<file path="src/rtl/prr_pkg.sv">
// ----------------------------------------------------------------------------
// prr_pkg
// Shared types, register indexes and reset values of the plateau rate reducer.
// ----------------------------------------------------------------------------
`default_nettype none

package prr_pkg;

  // Default width of the bad-metric, cooldown and reduction counters
  localparam int COUNTER_BITS_DEF = 16;

  // Configuration register indexes
  localparam int CFG_INDEX_BITS = 3;
  localparam logic [CFG_INDEX_BITS-1:0] CFG_MAXIMIZE_MODE   = 3'd0;
  localparam logic [CFG_INDEX_BITS-1:0] CFG_IMPROVE_MARGIN  = 3'd1;
  localparam logic [CFG_INDEX_BITS-1:0] CFG_PATIENCE_LIMIT  = 3'd2;
  localparam logic [CFG_INDEX_BITS-1:0] CFG_COOLDOWN_LENGTH = 3'd3;
  localparam logic [CFG_INDEX_BITS-1:0] CFG_REDUCE_FACTOR   = 3'd4;
  localparam logic [CFG_INDEX_BITS-1:0] CFG_RATE_FLOOR      = 3'd5;
  localparam logic [CFG_INDEX_BITS-1:0] CFG_START_RATE      = 3'd6;

  // Register reset values
  localparam logic        MAXIMIZE_MODE_RST   = 1'b0;
  localparam logic [30:0] IMPROVE_MARGIN_RST  = 31'd7;
  localparam logic [15:0] PATIENCE_LIMIT_RST  = 16'd10;
  localparam logic [15:0] COOLDOWN_LENGTH_RST = 16'd0;
  localparam logic [15:0] REDUCE_FACTOR_RST   = 16'd6554;
  localparam logic [31:0] RATE_FLOOR_RST      = 32'd0;
  localparam logic [31:0] START_RATE_RST      = 32'd4294967;

  // Opcode of an input item
  localparam logic OP_METRIC  = 1'b0;
  localparam logic OP_RESTART = 1'b1;

  // Stream widths
  localparam int CFG_DATA_BITS = 32;
  localparam int IN_DATA_BITS  = 32;
  localparam int OUT_DATA_BITS = 88;

  typedef struct packed {
    logic        maximize_mode;
    logic [30:0] improve_margin;
    logic [15:0] patience_limit;
    logic [15:0] cooldown_length;
    logic [15:0] reduce_factor;
    logic [31:0] rate_floor;
    logic [31:0] start_rate;
  } cfg_t;

  typedef struct packed {
    logic [15:0]        reduction_total;
    logic signed [31:0] best_value;
    logic               cooling;
    logic               reduced;
    logic               improved;
    logic [31:0]        rate;
  } result_t;

endpackage

`default_nettype wire

</file>
<file path="src/rtl/plateau_rate_reducer.sv">
// ----------------------------------------------------------------------------
// plateau_rate_reducer
// Lowers a learning rate when a monitored metric stops improving.
// ----------------------------------------------------------------------------
// Usage:
//   Slave stream (s_*): one item per transfer; s_tuser is the opcode
//   (metric or restart), s_tdata the signed Q16.16 metric.
//   Master stream (m_*): one result per item with the rate, status flags,
//   best metric and reduction count.
//   Config channel (cfg_*): register index and data; write only while idle.
//   Throughput: one item per cycle while m_tready is high, set by the combinational
//   state update (improvement compare, 32x16 rate multiply and counter logic).
//   Path: the input transfer enters the input register, then the result
//   register once that is free, from which it can transfer.
//   Stall: while m_tready is low the result holds; one more item is taken
//   into the input register, after which s_tready drops.
//   Reset: rst clears both registers and loads all configuration defaults;
//   the rate starts at the default start rate, no best is known.
// ----------------------------------------------------------------------------
`default_nettype none

module plateau_rate_reducer #(
  parameter int COUNTER_BITS = prr_pkg::COUNTER_BITS_DEF
) (
  input  wire logic                               clk,
  input  wire logic                               rst,
  // Slave stream
  input  wire logic                               s_tvalid,
  output logic                                    s_tready,
  input  wire logic [prr_pkg::IN_DATA_BITS-1:0]   s_tdata,   // [31:0] metric_value
  input  wire logic                               s_tuser,   // [0] opcode
  // Master stream
  output logic                                    m_tvalid,
  input  wire logic                               m_tready,
  // [31:0] rate, [32] improved, [33] reduced, [34] cooling,
  // [66:35] best_value, [82:67] reduction_total, [87:83] zero
  output logic [prr_pkg::OUT_DATA_BITS-1:0]       m_tdata,
  // Configuration write channel
  input  wire logic                               cfg_valid,
  output logic                                    cfg_ready,
  input  wire logic [prr_pkg::CFG_INDEX_BITS-1:0] cfg_index,
  input  wire logic [prr_pkg::CFG_DATA_BITS-1:0]  cfg_data
);
  import prr_pkg::*;

  cfg_t               cfg;
  result_t            result_next;
  result_t            out_result;
  logic               out_valid;
  logic               inq_valid;
  logic               inq_opcode;
  logic signed [31:0] inq_metric;
  logic               proc_fire;

  prr_cfg_regs u_cfg (
    .clk       (clk),
    .rst       (rst),
    .cfg_valid (cfg_valid),
    .cfg_ready (cfg_ready),
    .cfg_index (cfg_index),
    .cfg_data  (cfg_data),
    .cfg       (cfg)
  );

  // Process the held item whenever the result register is free
  assign proc_fire = inq_valid && (!out_valid || m_tready);
  assign s_tready  = !inq_valid || proc_fire;

  // Input register
  always_ff @(posedge clk) begin
    if (rst) begin
      inq_valid <= 1'b0;
    end else if (s_tready) begin
      inq_valid <= s_tvalid;
    end
  end

  always_ff @(posedge clk) begin
    if (s_tvalid && s_tready) begin
      inq_opcode <= s_tuser;
      inq_metric <= s_tdata;
    end
  end

  prr_core #(
    .COUNTER_BITS (COUNTER_BITS)
  ) u_core (
    .clk          (clk),
    .rst          (rst),
    .fire         (proc_fire),
    .opcode       (inq_opcode),
    .metric_value (inq_metric),
    .cfg          (cfg),
    .result       (result_next)
  );

  // Result register
  always_ff @(posedge clk) begin
    if (rst) begin
      out_valid <= 1'b0;
    end else if (proc_fire) begin
      out_valid <= 1'b1;
    end else if (m_tready) begin
      out_valid <= 1'b0;
    end
  end

  always_ff @(posedge clk) begin
    if (proc_fire) begin
      out_result <= result_next;
    end
  end

  assign m_tvalid = out_valid;
  assign m_tdata  = {5'b00000, out_result.reduction_total, out_result.best_value,
                     out_result.cooling, out_result.reduced, out_result.improved,
                     out_result.rate};

  // An empty input register always takes a transfer
  a_empty_ready: assert property (@(posedge clk) disable iff (rst)
    !inq_valid |-> s_tready)
    else $error("input register empty but not ready");

  // A held item is never dropped while the result side stalls
  a_hold_item: assert property (@(posedge clk) disable iff (rst)
    inq_valid && !proc_fire |=> inq_valid && $stable(inq_metric) && $stable(inq_opcode))
    else $error("held input item lost");

  // A stalled result stays valid and unchanged
  a_hold_result: assert property (@(posedge clk) disable iff (rst)
    m_tvalid && !m_tready |=> m_tvalid && $stable(m_tdata))
    else $error("stalled result changed");

endmodule

`default_nettype wire

</file>
<file path="src/rtl/prr_cfg_regs.sv">
// ----------------------------------------------------------------------------
// prr_cfg_regs
// Configuration register file, written through its own valid/ready channel.
// ----------------------------------------------------------------------------
`default_nettype none

module prr_cfg_regs (
  input  wire logic                                   clk,
  input  wire logic                                   rst,
  input  wire logic                                   cfg_valid,
  output logic                                        cfg_ready,
  input  wire logic [prr_pkg::CFG_INDEX_BITS-1:0]     cfg_index,
  input  wire logic [prr_pkg::CFG_DATA_BITS-1:0]      cfg_data,
  output prr_pkg::cfg_t                               cfg
);
  import prr_pkg::*;

  // Writes are always taken
  assign cfg_ready = 1'b1;

  // Load the defaults on reset, else store the written field, masked to its width
  always_ff @(posedge clk) begin
    if (rst) begin
      cfg.maximize_mode   <= MAXIMIZE_MODE_RST;
      cfg.improve_margin  <= IMPROVE_MARGIN_RST;
      cfg.patience_limit  <= PATIENCE_LIMIT_RST;
      cfg.cooldown_length <= COOLDOWN_LENGTH_RST;
      cfg.reduce_factor   <= REDUCE_FACTOR_RST;
      cfg.rate_floor      <= RATE_FLOOR_RST;
      cfg.start_rate      <= START_RATE_RST;
    end else if (cfg_valid && cfg_ready) begin
      case (cfg_index)
        CFG_MAXIMIZE_MODE:   cfg.maximize_mode   <= cfg_data[0];
        CFG_IMPROVE_MARGIN:  cfg.improve_margin  <= cfg_data[30:0];
        CFG_PATIENCE_LIMIT:  cfg.patience_limit  <= cfg_data[15:0];
        CFG_COOLDOWN_LENGTH: cfg.cooldown_length <= cfg_data[15:0];
        CFG_REDUCE_FACTOR:   cfg.reduce_factor   <= cfg_data[15:0];
        CFG_RATE_FLOOR:      cfg.rate_floor      <= cfg_data[31:0];
        CFG_START_RATE:      cfg.start_rate      <= cfg_data[31:0];
        default: ;
      endcase
    end
  end

endmodule

`default_nettype wire

</file>
<file path="src/rtl/prr_core.sv">
// ----------------------------------------------------------------------------
// prr_core
// Scheduler state and the per-item decision: restart, cooldown, improvement
// test, patience count and rate reduction, all settled combinationally.
// ----------------------------------------------------------------------------
`default_nettype none

module prr_core #(
  parameter int COUNTER_BITS = prr_pkg::COUNTER_BITS_DEF
) (
  input  wire logic               clk,
  input  wire logic               rst,
  input  wire logic               fire,
  input  wire logic               opcode,
  input  wire logic signed [31:0] metric_value,
  input  wire prr_pkg::cfg_t      cfg,
  output prr_pkg::result_t        result
);
  import prr_pkg::*;

  localparam int WIDE = (COUNTER_BITS > 16) ? COUNTER_BITS : 16;
  localparam logic [COUNTER_BITS-1:0] CTR_MAX = {COUNTER_BITS{1'b1}};

  // State
  logic [31:0]             rate_reg;
  logic signed [31:0]      best_reg;
  logic                    best_known;
  logic [COUNTER_BITS-1:0] bad_count;
  logic [COUNTER_BITS-1:0] cooldown_left;
  logic [COUNTER_BITS-1:0] reduction_count;

  logic [31:0]             rate_next;
  logic signed [31:0]      best_next;
  logic                    best_known_next;
  logic [COUNTER_BITS-1:0] bad_next;
  logic [COUNTER_BITS-1:0] cooldown_next;
  logic [COUNTER_BITS-1:0] reduction_next;
  logic                    improved;
  logic                    reduced;
  logic                    cooling;

  logic signed [33:0]      metric_ext;
  logic signed [33:0]      best_ext;
  logic signed [33:0]      margin_ext;
  logic                    better;
  logic [COUNTER_BITS-1:0] bad_inc;
  logic                    patience_hit;
  logic [47:0]             product;
  logic [31:0]             cand;
  logic [31:0]             cand_floored;
  logic                    lowers;
  logic [WIDE-1:0]         cool_wide;
  logic [WIDE-1:0]         reduction_wide;
  logic [COUNTER_BITS-1:0] cool_load;

  // Improvement test at full precision
  assign metric_ext = {{2{metric_value[31]}}, metric_value};
  assign best_ext   = {{2{best_reg[31]}}, best_reg};
  assign margin_ext = {3'b000, cfg.improve_margin};
  assign better = !best_known ||
                  (cfg.maximize_mode ? (metric_ext > best_ext + margin_ext)
                                     : (metric_ext < best_ext - margin_ext));

  // Saturating bad count and patience check
  assign bad_inc      = (bad_count == CTR_MAX) ? bad_count : bad_count + COUNTER_BITS'(1);
  assign patience_hit = WIDE'(bad_inc) >= WIDE'(cfg.patience_limit);

  // Reduced rate candidate, floored
  assign product      = rate_reg * cfg.reduce_factor;
  assign cand         = product[47:16];
  assign cand_floored = (cand < cfg.rate_floor) ? cfg.rate_floor : cand;
  assign lowers       = cand_floored < rate_reg;

  // Cooldown load, clamped to the counter range
  assign cool_wide = WIDE'(cfg.cooldown_length);
  assign cool_load = (cool_wide > WIDE'(CTR_MAX)) ? CTR_MAX : cool_wide[COUNTER_BITS-1:0];

  // Next state for one item
  always_comb begin
    rate_next       = rate_reg;
    best_next       = best_reg;
    best_known_next = best_known;
    bad_next        = bad_count;
    cooldown_next   = cooldown_left;
    reduction_next  = reduction_count;
    improved        = 1'b0;
    reduced         = 1'b0;
    cooling         = 1'b0;
    if (opcode == OP_RESTART) begin
      rate_next       = cfg.start_rate;
      best_next       = '0;
      best_known_next = 1'b0;
      bad_next        = '0;
      cooldown_next   = '0;
    end else if (cooldown_left != '0) begin
      cooldown_next = cooldown_left - COUNTER_BITS'(1);
      cooling       = 1'b1;
    end else if (better) begin
      best_next       = metric_value;
      best_known_next = 1'b1;
      bad_next        = '0;
      improved        = 1'b1;
    end else begin
      bad_next = bad_inc;
      if (patience_hit) begin
        if (lowers) begin
          rate_next = cand_floored;
          reduced   = 1'b1;
          if (reduction_count != CTR_MAX) begin
            reduction_next = reduction_count + COUNTER_BITS'(1);
          end
        end
        bad_next      = '0;
        cooldown_next = cool_load;
      end
    end
  end

  // Result of this item
  assign reduction_wide         = WIDE'(reduction_next);
  assign result.rate            = rate_next;
  assign result.improved        = improved;
  assign result.reduced         = reduced;
  assign result.cooling         = cooling;
  assign result.best_value      = best_next;
  assign result.reduction_total = reduction_wide[15:0];

  // Advance state on each processed item
  always_ff @(posedge clk) begin
    if (rst) begin
      rate_reg        <= START_RATE_RST;
      best_reg        <= '0;
      best_known      <= 1'b0;
      bad_count       <= '0;
      cooldown_left   <= '0;
      reduction_count <= '0;
    end else if (fire) begin
      rate_reg        <= rate_next;
      best_reg        <= best_next;
      best_known      <= best_known_next;
      bad_count       <= bad_next;
      cooldown_left   <= cooldown_next;
      reduction_count <= reduction_next;
    end
  end

  // A reduction always lowers the rate
  a_reduce_lowers: assert property (@(posedge clk) disable iff (rst)
    fire && reduced |=> rate_reg < $past(rate_reg))
    else $error("reduction did not lower the rate");

  // Restart loads the start rate and forgets the best
  a_restart_state: assert property (@(posedge clk) disable iff (rst)
    fire && (opcode == OP_RESTART) |=>
      rate_reg == $past(cfg.start_rate) && !best_known && cooldown_left == '0)
    else $error("restart did not clear scheduler state");

  // A skipped metric neither improves nor reduces
  a_cooling_excl: assert property (@(posedge clk) disable iff (rst)
    fire && cooling |-> !improved && !reduced)
    else $error("cooldown item changed best or rate");

endmodule

`default_nettype wire
</file>
<file path="config.mk">
export PLATFORM = sky130hd
export DESIGN_NAME = plateau_rate_reducer
export DESIGN_NICKNAME = d
export VERILOG_FILES = /design/src/rtl/prr_pkg.sv /design/src/rtl/plateau_rate_reducer.sv /design/src/rtl/prr_cfg_regs.sv /design/src/rtl/prr_core.sv
export SDC_FILE = /design/constraint.sdc
export NUM_CORES = 2
export LEC_CHECK = 0
export BUFFER_PORTS_ARGS = -buffer_cell sky130_fd_sc_hd__buf_2
export CORE_MARGIN = 3
export CORE_UTILIZATION = 47
export CTS_CLUSTER_SIZE = 20
export DETAILED_ROUTE_END_ITERATION = 16
export PLACE_DENSITY_LB_ADDON = 0.1
export SYNTH_ARGS = -nofsm -noshare
export SYNTH_HDL_FRONTEND = slang
export SYNTH_SLANG_ARGS = --single-unit
</file>
<file path="constraint.sdc">
create_clock -name clk -period 22.4 [get_ports clk]
set_input_delay 3.36 -clock clk [delete_from_list [all_inputs] [get_ports clk]]
set_output_delay 3.36 -clock clk [all_outputs]
set_load 0.02 [all_outputs]
</file>
After elaboration in Yosys (flattened, before gate mapping)
Index checks and enable logic that the tools add are counted.

storage, ports and cells
  register bits = 375
  bits of input ports = 73
  output and inout port bits = 91
  word-level logic and storage cells = 105

cells by class
  add/sub/neg operators = 5
  $mul = 1
  $lt $le $gt $ge = 6
  equality and inequality tests = 10
  muxes and demuxes = 34
  bitwise logic cells = 1
  reductions and logical operators = 25

operators with widths
  operator                                               number
  2-to-1 mux 32 bit                                      9
  2-to-1 mux 16 bit                                      16
  < comparator 32 bit                                    2
  multiplier 32 x 16 -> 48 bit                           1
  adder 32 x 32 -> 33 bit                                1
  greater-than comparator 32 x 33 -> 1 bit               1
  < comparator 32 x 33 -> 1 bit                          1
  subtractor 32 x 32 -> 33 bit                           1
  adder 16 x 1 -> 16 bit, second input constant          2
  == test 16 bit, second input constant                  1
  greater-or-equal comparator 16 bit                     1
  greater-than comparator 16 bit, second input constant  1
  inequality test 16 bit, second input constant          1
  AND reduction 2 bit                                    8
  nonzero test 16 bit                                    1
  subtractor 16 x 1 -> 16 bit, second input constant     1
  == test 3 bit, second input constant                   3
  2-to-1 mux 1 bit                                       9
  == test 3 x 2 -> 1 bit, second input constant          2
  AND reduction 3 bit                                    2
  nonzero test 2 bit                                     2
  OR reduction 4 bit                                     1
  == test 3 x 1 -> 1 bit, second input constant          1
  logical NOT 1 bit                                      3
  other kinds (8)                                        11

Depth between registers and ports, before layout
  word-level depth = 9
  mapped depth = 48
  depth with buffers taken out = 45

Cells and area by module
Synthesis repeated with hierarchy kept, for this count alone.

unflattened totals
  cell total of the unflattened synthesis = 4,272
  area total of the unflattened synthesis = 38,434.4 um^2

by module, submodules not included
  module                times used  cells an instance  area each (um^2)  seq. area each (um^2)
  prr_core              1           3,606              28,959.0          2,262.2
  prr_cfg_regs          1           534                5,846.9           2,882.8
  plateau_rate_reducer  1           132                3,628.5           3,523.4

Worst setup path before layout
No wires, ideal clock.

  kind = register to register
  start = reg u_core.rate_reg[26]
  end = reg out_result, in the netlist m_tdata[21] (data pin)
  setup time = 0.261 ns
  arrival time = 10.636 ns
  required time = 22.139 ns
  setup slack = 11.503 ns
  cell stages (with the launch flop) = 42
  buffers on the path = 4
  clock period less this slack = 10.897 ns
  cell sequence = dfxtp_1 clkbuf_1 clkbuf_1 nand2_1 fa_1 inv_1 fa_1 inv_1 fa_1 inv_1 fa_1 fa_1 inv_1 fa_1 inv_1 ha_1 a21oi_1 o21bai_1 [6 not listed] inv_1 ha_1 a211oi_1 o21ai_0 a31o_2 nor4b_4 buf_2 mux2_2 ha_1 and3_1 nand4_1 or3_1 a2111oi_0 nand2_1 nand3b_2 buf_2 nor2_1 a221o_1

RTL lines
  item                      line                         source
  start: declaration        prr_core.sv:25               logic [31:0] rate_reg;
  start signal: assignment  prr_core.sv:138              rate_reg <= rate_next;
  end signal: assignment    plateau_rate_reducer.sv:110  out_result <= result_next;
  end: declaration          plateau_rate_reducer.sv:48   result_t out_result;

Worst setup path after layout
  start = reg u_cfg.cfg[66] (netlist name)
  end = reg u_core.rate_reg[23]

on the way
  longest elaborated chain between the ends = 9

RTL lines
  item                              line             source
  multiplier 32 x 16 -> 48 bit (*)  prr_core.sv:69   assign product = rate_reg * cfg.reduce_factor;
  < comparator 32 bit               prr_core.sv:71   assign cand_floored = (cand < cfg.rate_floor) ? cfg.rate_floor : cand;
  2-to-1 mux 32 bit (*)             prr_core.sv:71
  < comparator 32 bit               prr_core.sv:72   assign lowers = cand_floored < rate_reg;
  2-to-1 mux 32 bit (*)             prr_core.sv:106  if (lowers) begin
  2-to-1 mux 32 bit (*)             prr_core.sv:105  if (patience_hit) begin
  2-to-1 mux 32 bit (*)             prr_core.sv:98   end else if (better) begin
  2-to-1 mux 32 bit (*)             prr_core.sv:95   end else if (cooldown_left != '0) begin
  2-to-1 mux 32 bit (*)             prr_core.sv:89   if (opcode == OP_RESTART) begin

Mark *: on every way between the ends. The rest lies on a longest branch, timed or not.
A chain may end at the register's enable or synchronous reset.

==> out/metrics.csv <==
metric,value,unit
Port Buffers,157,
Die Wd,290,um
vias per cell,5.49,
RD Place Congestion,0.943,
# resized after CTS,0,
RSZ-0062 raised after global routing,false,
Clock Path Buffers,3,
DRT iter0 DRCs,2189,
"EDFF count, synth",116,
share of async-settable or async-resettable flops after synthesis,0,%
vias in the first global route,30800,
number of antenna violations at the first check in global routing,3,
worst reg2reg startpoint,u_cfg.cfg[66],
Worst R2R Path Depth,43,
met3 usage,3.59,%
clock sink total,375,
VDD IR max,0.114,mV
full die area,84200,um2
H-tree levels,2,
worst-skew pair later-pin latency,0.57,ns
post-CTS setup buffer count,0,
area growth from synthesis to layout,7.78,%
CTS buffer count,39,
global route hottest layer,met2,
final wirelength,112,mm
detailed-route via count,30600,
Setup TNS,0,ns
Nets,5298,
Post-Synthesis Cells,4459,
worst reg2reg setup slack,8.76,ns
Seq cells post-synth,375,
largest net degree at the start of global routing,81,
Worst R2R End,u_core.rate_reg[23],
Hold Path Class,reg -> reg,
period utilisation layout,60.9,%
Max transition margin,20.4,%
CP startpoint kind,register,
Finished Cell Area,40900,um2
Post-Syn Area per Cell,8.51,um2
CP Data Arrival Time,14.14,ns
TritonRoute pass-1 iters,5,
Hold Crit Start,u_cfg.cfg[90],
placed cell count,5490,
CTS tree,done,
Netlist cell types,95,
row count,103,
Leak,18.8,nW
GR met1 Demand/Resource,36.8,%
"Setup violations, final",0,
hold_buf cts,0,
yosys warns,0,
sequential-to-total area share from yosys stat,22.8,%
Worst setup EP type,register,
Worst path max stage delay,0.76,ns
worst endpoint required time,22.90,ns
Max Cap Violations,0,
power density over the cells,101,nW/um2
Tightest Pin Transition,1.19,ns
f_max,0.0733,GHz
Largest register FFs,144,
clk root buf,clkbuf_16,
DRC viols,0,
Final HPWL DP,85.0,mm
Worst Skew,0.0274,ns
CP dominant cell by count,fa_1,
Setup CP Type,reg -> reg,
clock slew at reported path FFs,0.07,ns
final antenna-violating net count,0,
Total GRT Usage,26.4,%
Pwr Total,4.12,mW
GR Layer Usage met2,42.9,%
Placement Cell Area,39600,um2
Layout Cells excl Fill,5563,
Core Box Area,79500,um2
Slew Limit Fails,0,
main flop type after synthesis,dfxtp_1,
Worst Hold Slack,0.454,ns
Biggest register,u_cfg.cfg,
io pins,164,
GRT overflow,0,
crit path max fanout,43,
Post-Syn Area,38000,um2
outcome,"finished, final reports clean",
layout cell share with drive strength beyond 1,8.02,%
Die Y,290,um
Critical-path top delay cell,a211oi_4,
Avg WL per Cell,20.1,um
Initial Util,47.7,%
Final Hold Viols,0,
first-pass GRT wire length,177,mm
Hold Path Stages,2,
Hold EP,u_cfg.cfg[90],
minimum clock period,13.64,ns
## cell type report
| type | instances | area [um2] |
|---|---|---|
| multi-input combinational | 3225 | 26100 |
| fill | 7605 | 38600 |
| sequential | 375 | 8670 |
| timing repair buffer | 210 | 1190 |
| inverter | 630 | 2370 |
| clock buffer | 51 | 1050 |
| clock inverter | 20 | 255 |
| tap | 1050 | 1310 |
| antenna | 2 | 5.00 |
## routing by layer
layer  routed length, um  vias to the layer above
li1                    -                    14500
met1               50700                    15000
met2               50800                      893
met3                6880                      154
met4                3540                        0
met5                   0                        -
## report_power, final
group | switching, mW | leakage, nW | total [mW] | internal, mW
sequential | 0.0367 | 3.20 | 0.771 | 0.734
clock | 0.293 | 0.632 | 0.678 | 0.384
combinational | 1.60 | 15.0 | 2.67 | 1.07
total | 1.93 | 18.8 | 4.12 | 2.18
## cell usage in the layout, fill, tap and decap left out, drive strengths merged, types with 11 or more instances in the layout
cell	synthesis	layout
a211o	12	12
a211oi	26	26
a21o	68	68
a21oi	341	341
a221oi	12	12
a22oi	11	11
a31oi	20	20
and2	193	193
and3	53	53
buf	31	209
clkbuf	202	51
dfxtp	259	259
edfxtp	116	116
fa	419	419
ha	325	325
inv	629	634
mux2	34	34
mux2i	15	15
nand2	811	811
nand2b	32	32
nand3	58	58
nand4	31	31
nor2	194	194
nor2b	25	25
nor3	44	44
nor4	26	26
o211ai	20	20
o21a	20	20
o21ai	141	141
o21bai	18	18
o31ai	16	16
or3	23	23
or4	12	12
xnor2	66	66
xor2	42	42
## per-stage QoR
step	setup WS, ns	utilization, %
final	8.76	51.4
after global routing	8.02	51.4
after CTS	8.85	51.4
after detailed placement	8.90	49.8
after global placement	8.78	49.8
after floorplan	11.50	-
## critical path: cells and delay by family (launching register included)
family | cells | cell delay, ns
AOI/OAI and AO/OA | 14 | 3.87
buffers and inverters | 7 | 1.43
xor gates and xnor gates | 1 | 0.09
DFF | 1 | 0.67
adders and majority gates | 9 | 4.05
and+or+nand+nor | 12 | 3.42
## synthesized netlist by cell type (11+ instances only)
cell type    n  area (um2)
clkbuf_1   202         758
dfxtp_1    259        5180
nand2b_1    31         194
a21oi_1    341        1710
o211ai_1    19         143
o21ai_0    137         686
mux2i_1     15         150
a31oi_1     19         119
or3_1       23         144
a211oi_1    24         180
a22oi_1     11        82.6
and3_1      53         332
o21bai_1    18         135
nor3_1      43         215
nor2b_1     25         156
or4_1       12        90.1
inv_1      628        2360
a211o_1     12         105
ha_1       325        4070
nand3_1     56         280
nand4_1     31         194
o21a_1      20         150
buf_2       17        85.1
nand2_1    810        3040
o31ai_1     14         105
mux2_2      33         372
edfxtp_1   116        3480
a21o_1      68         510
nor4_1      24         150
xnor2_1     66         578
and2_1     193        1210
xor2_1      42         368
nor2_1     191         717
fa_1       419        8390
## worst max path at each step
stage / from / end
2_1_floorplan: u_core.rate_reg[26] / m_tdata[21]
3_3_place_gp: u_cfg.cfg[65] / m_tdata[9]
3_5_place_dp: u_cfg.cfg[65] / u_core.rate_reg[23]
4_1_cts: u_cfg.cfg[65] / u_core.rate_reg[23]
5_1_grt: u_cfg.cfg[65] / u_core.rate_reg[4]
6_report: u_cfg.cfg[66] / u_core.rate_reg[23]
## cell families (layout without fill, tap and decap cells)
| logic type | Yosys count | in the layout | share of synthesized area, % |
|---|---|---|---|
| simple gates | 1538 | 1538 | 18.8 |
| buf+inv | 863 | 911 | 8.66 |
| compound gates | 780 | 780 | 12.9 |
| xor+xnor | 108 | 108 | 2.49 |
| mux | 49 | 49 | 1.41 |
| flops | 375 | 375 | 22.8 |
| fa+ha+maj | 744 | 744 | 32.8 |
| other cells | 2 | 8 | 0.0198 |
Power figures use the tool's default switching activity.
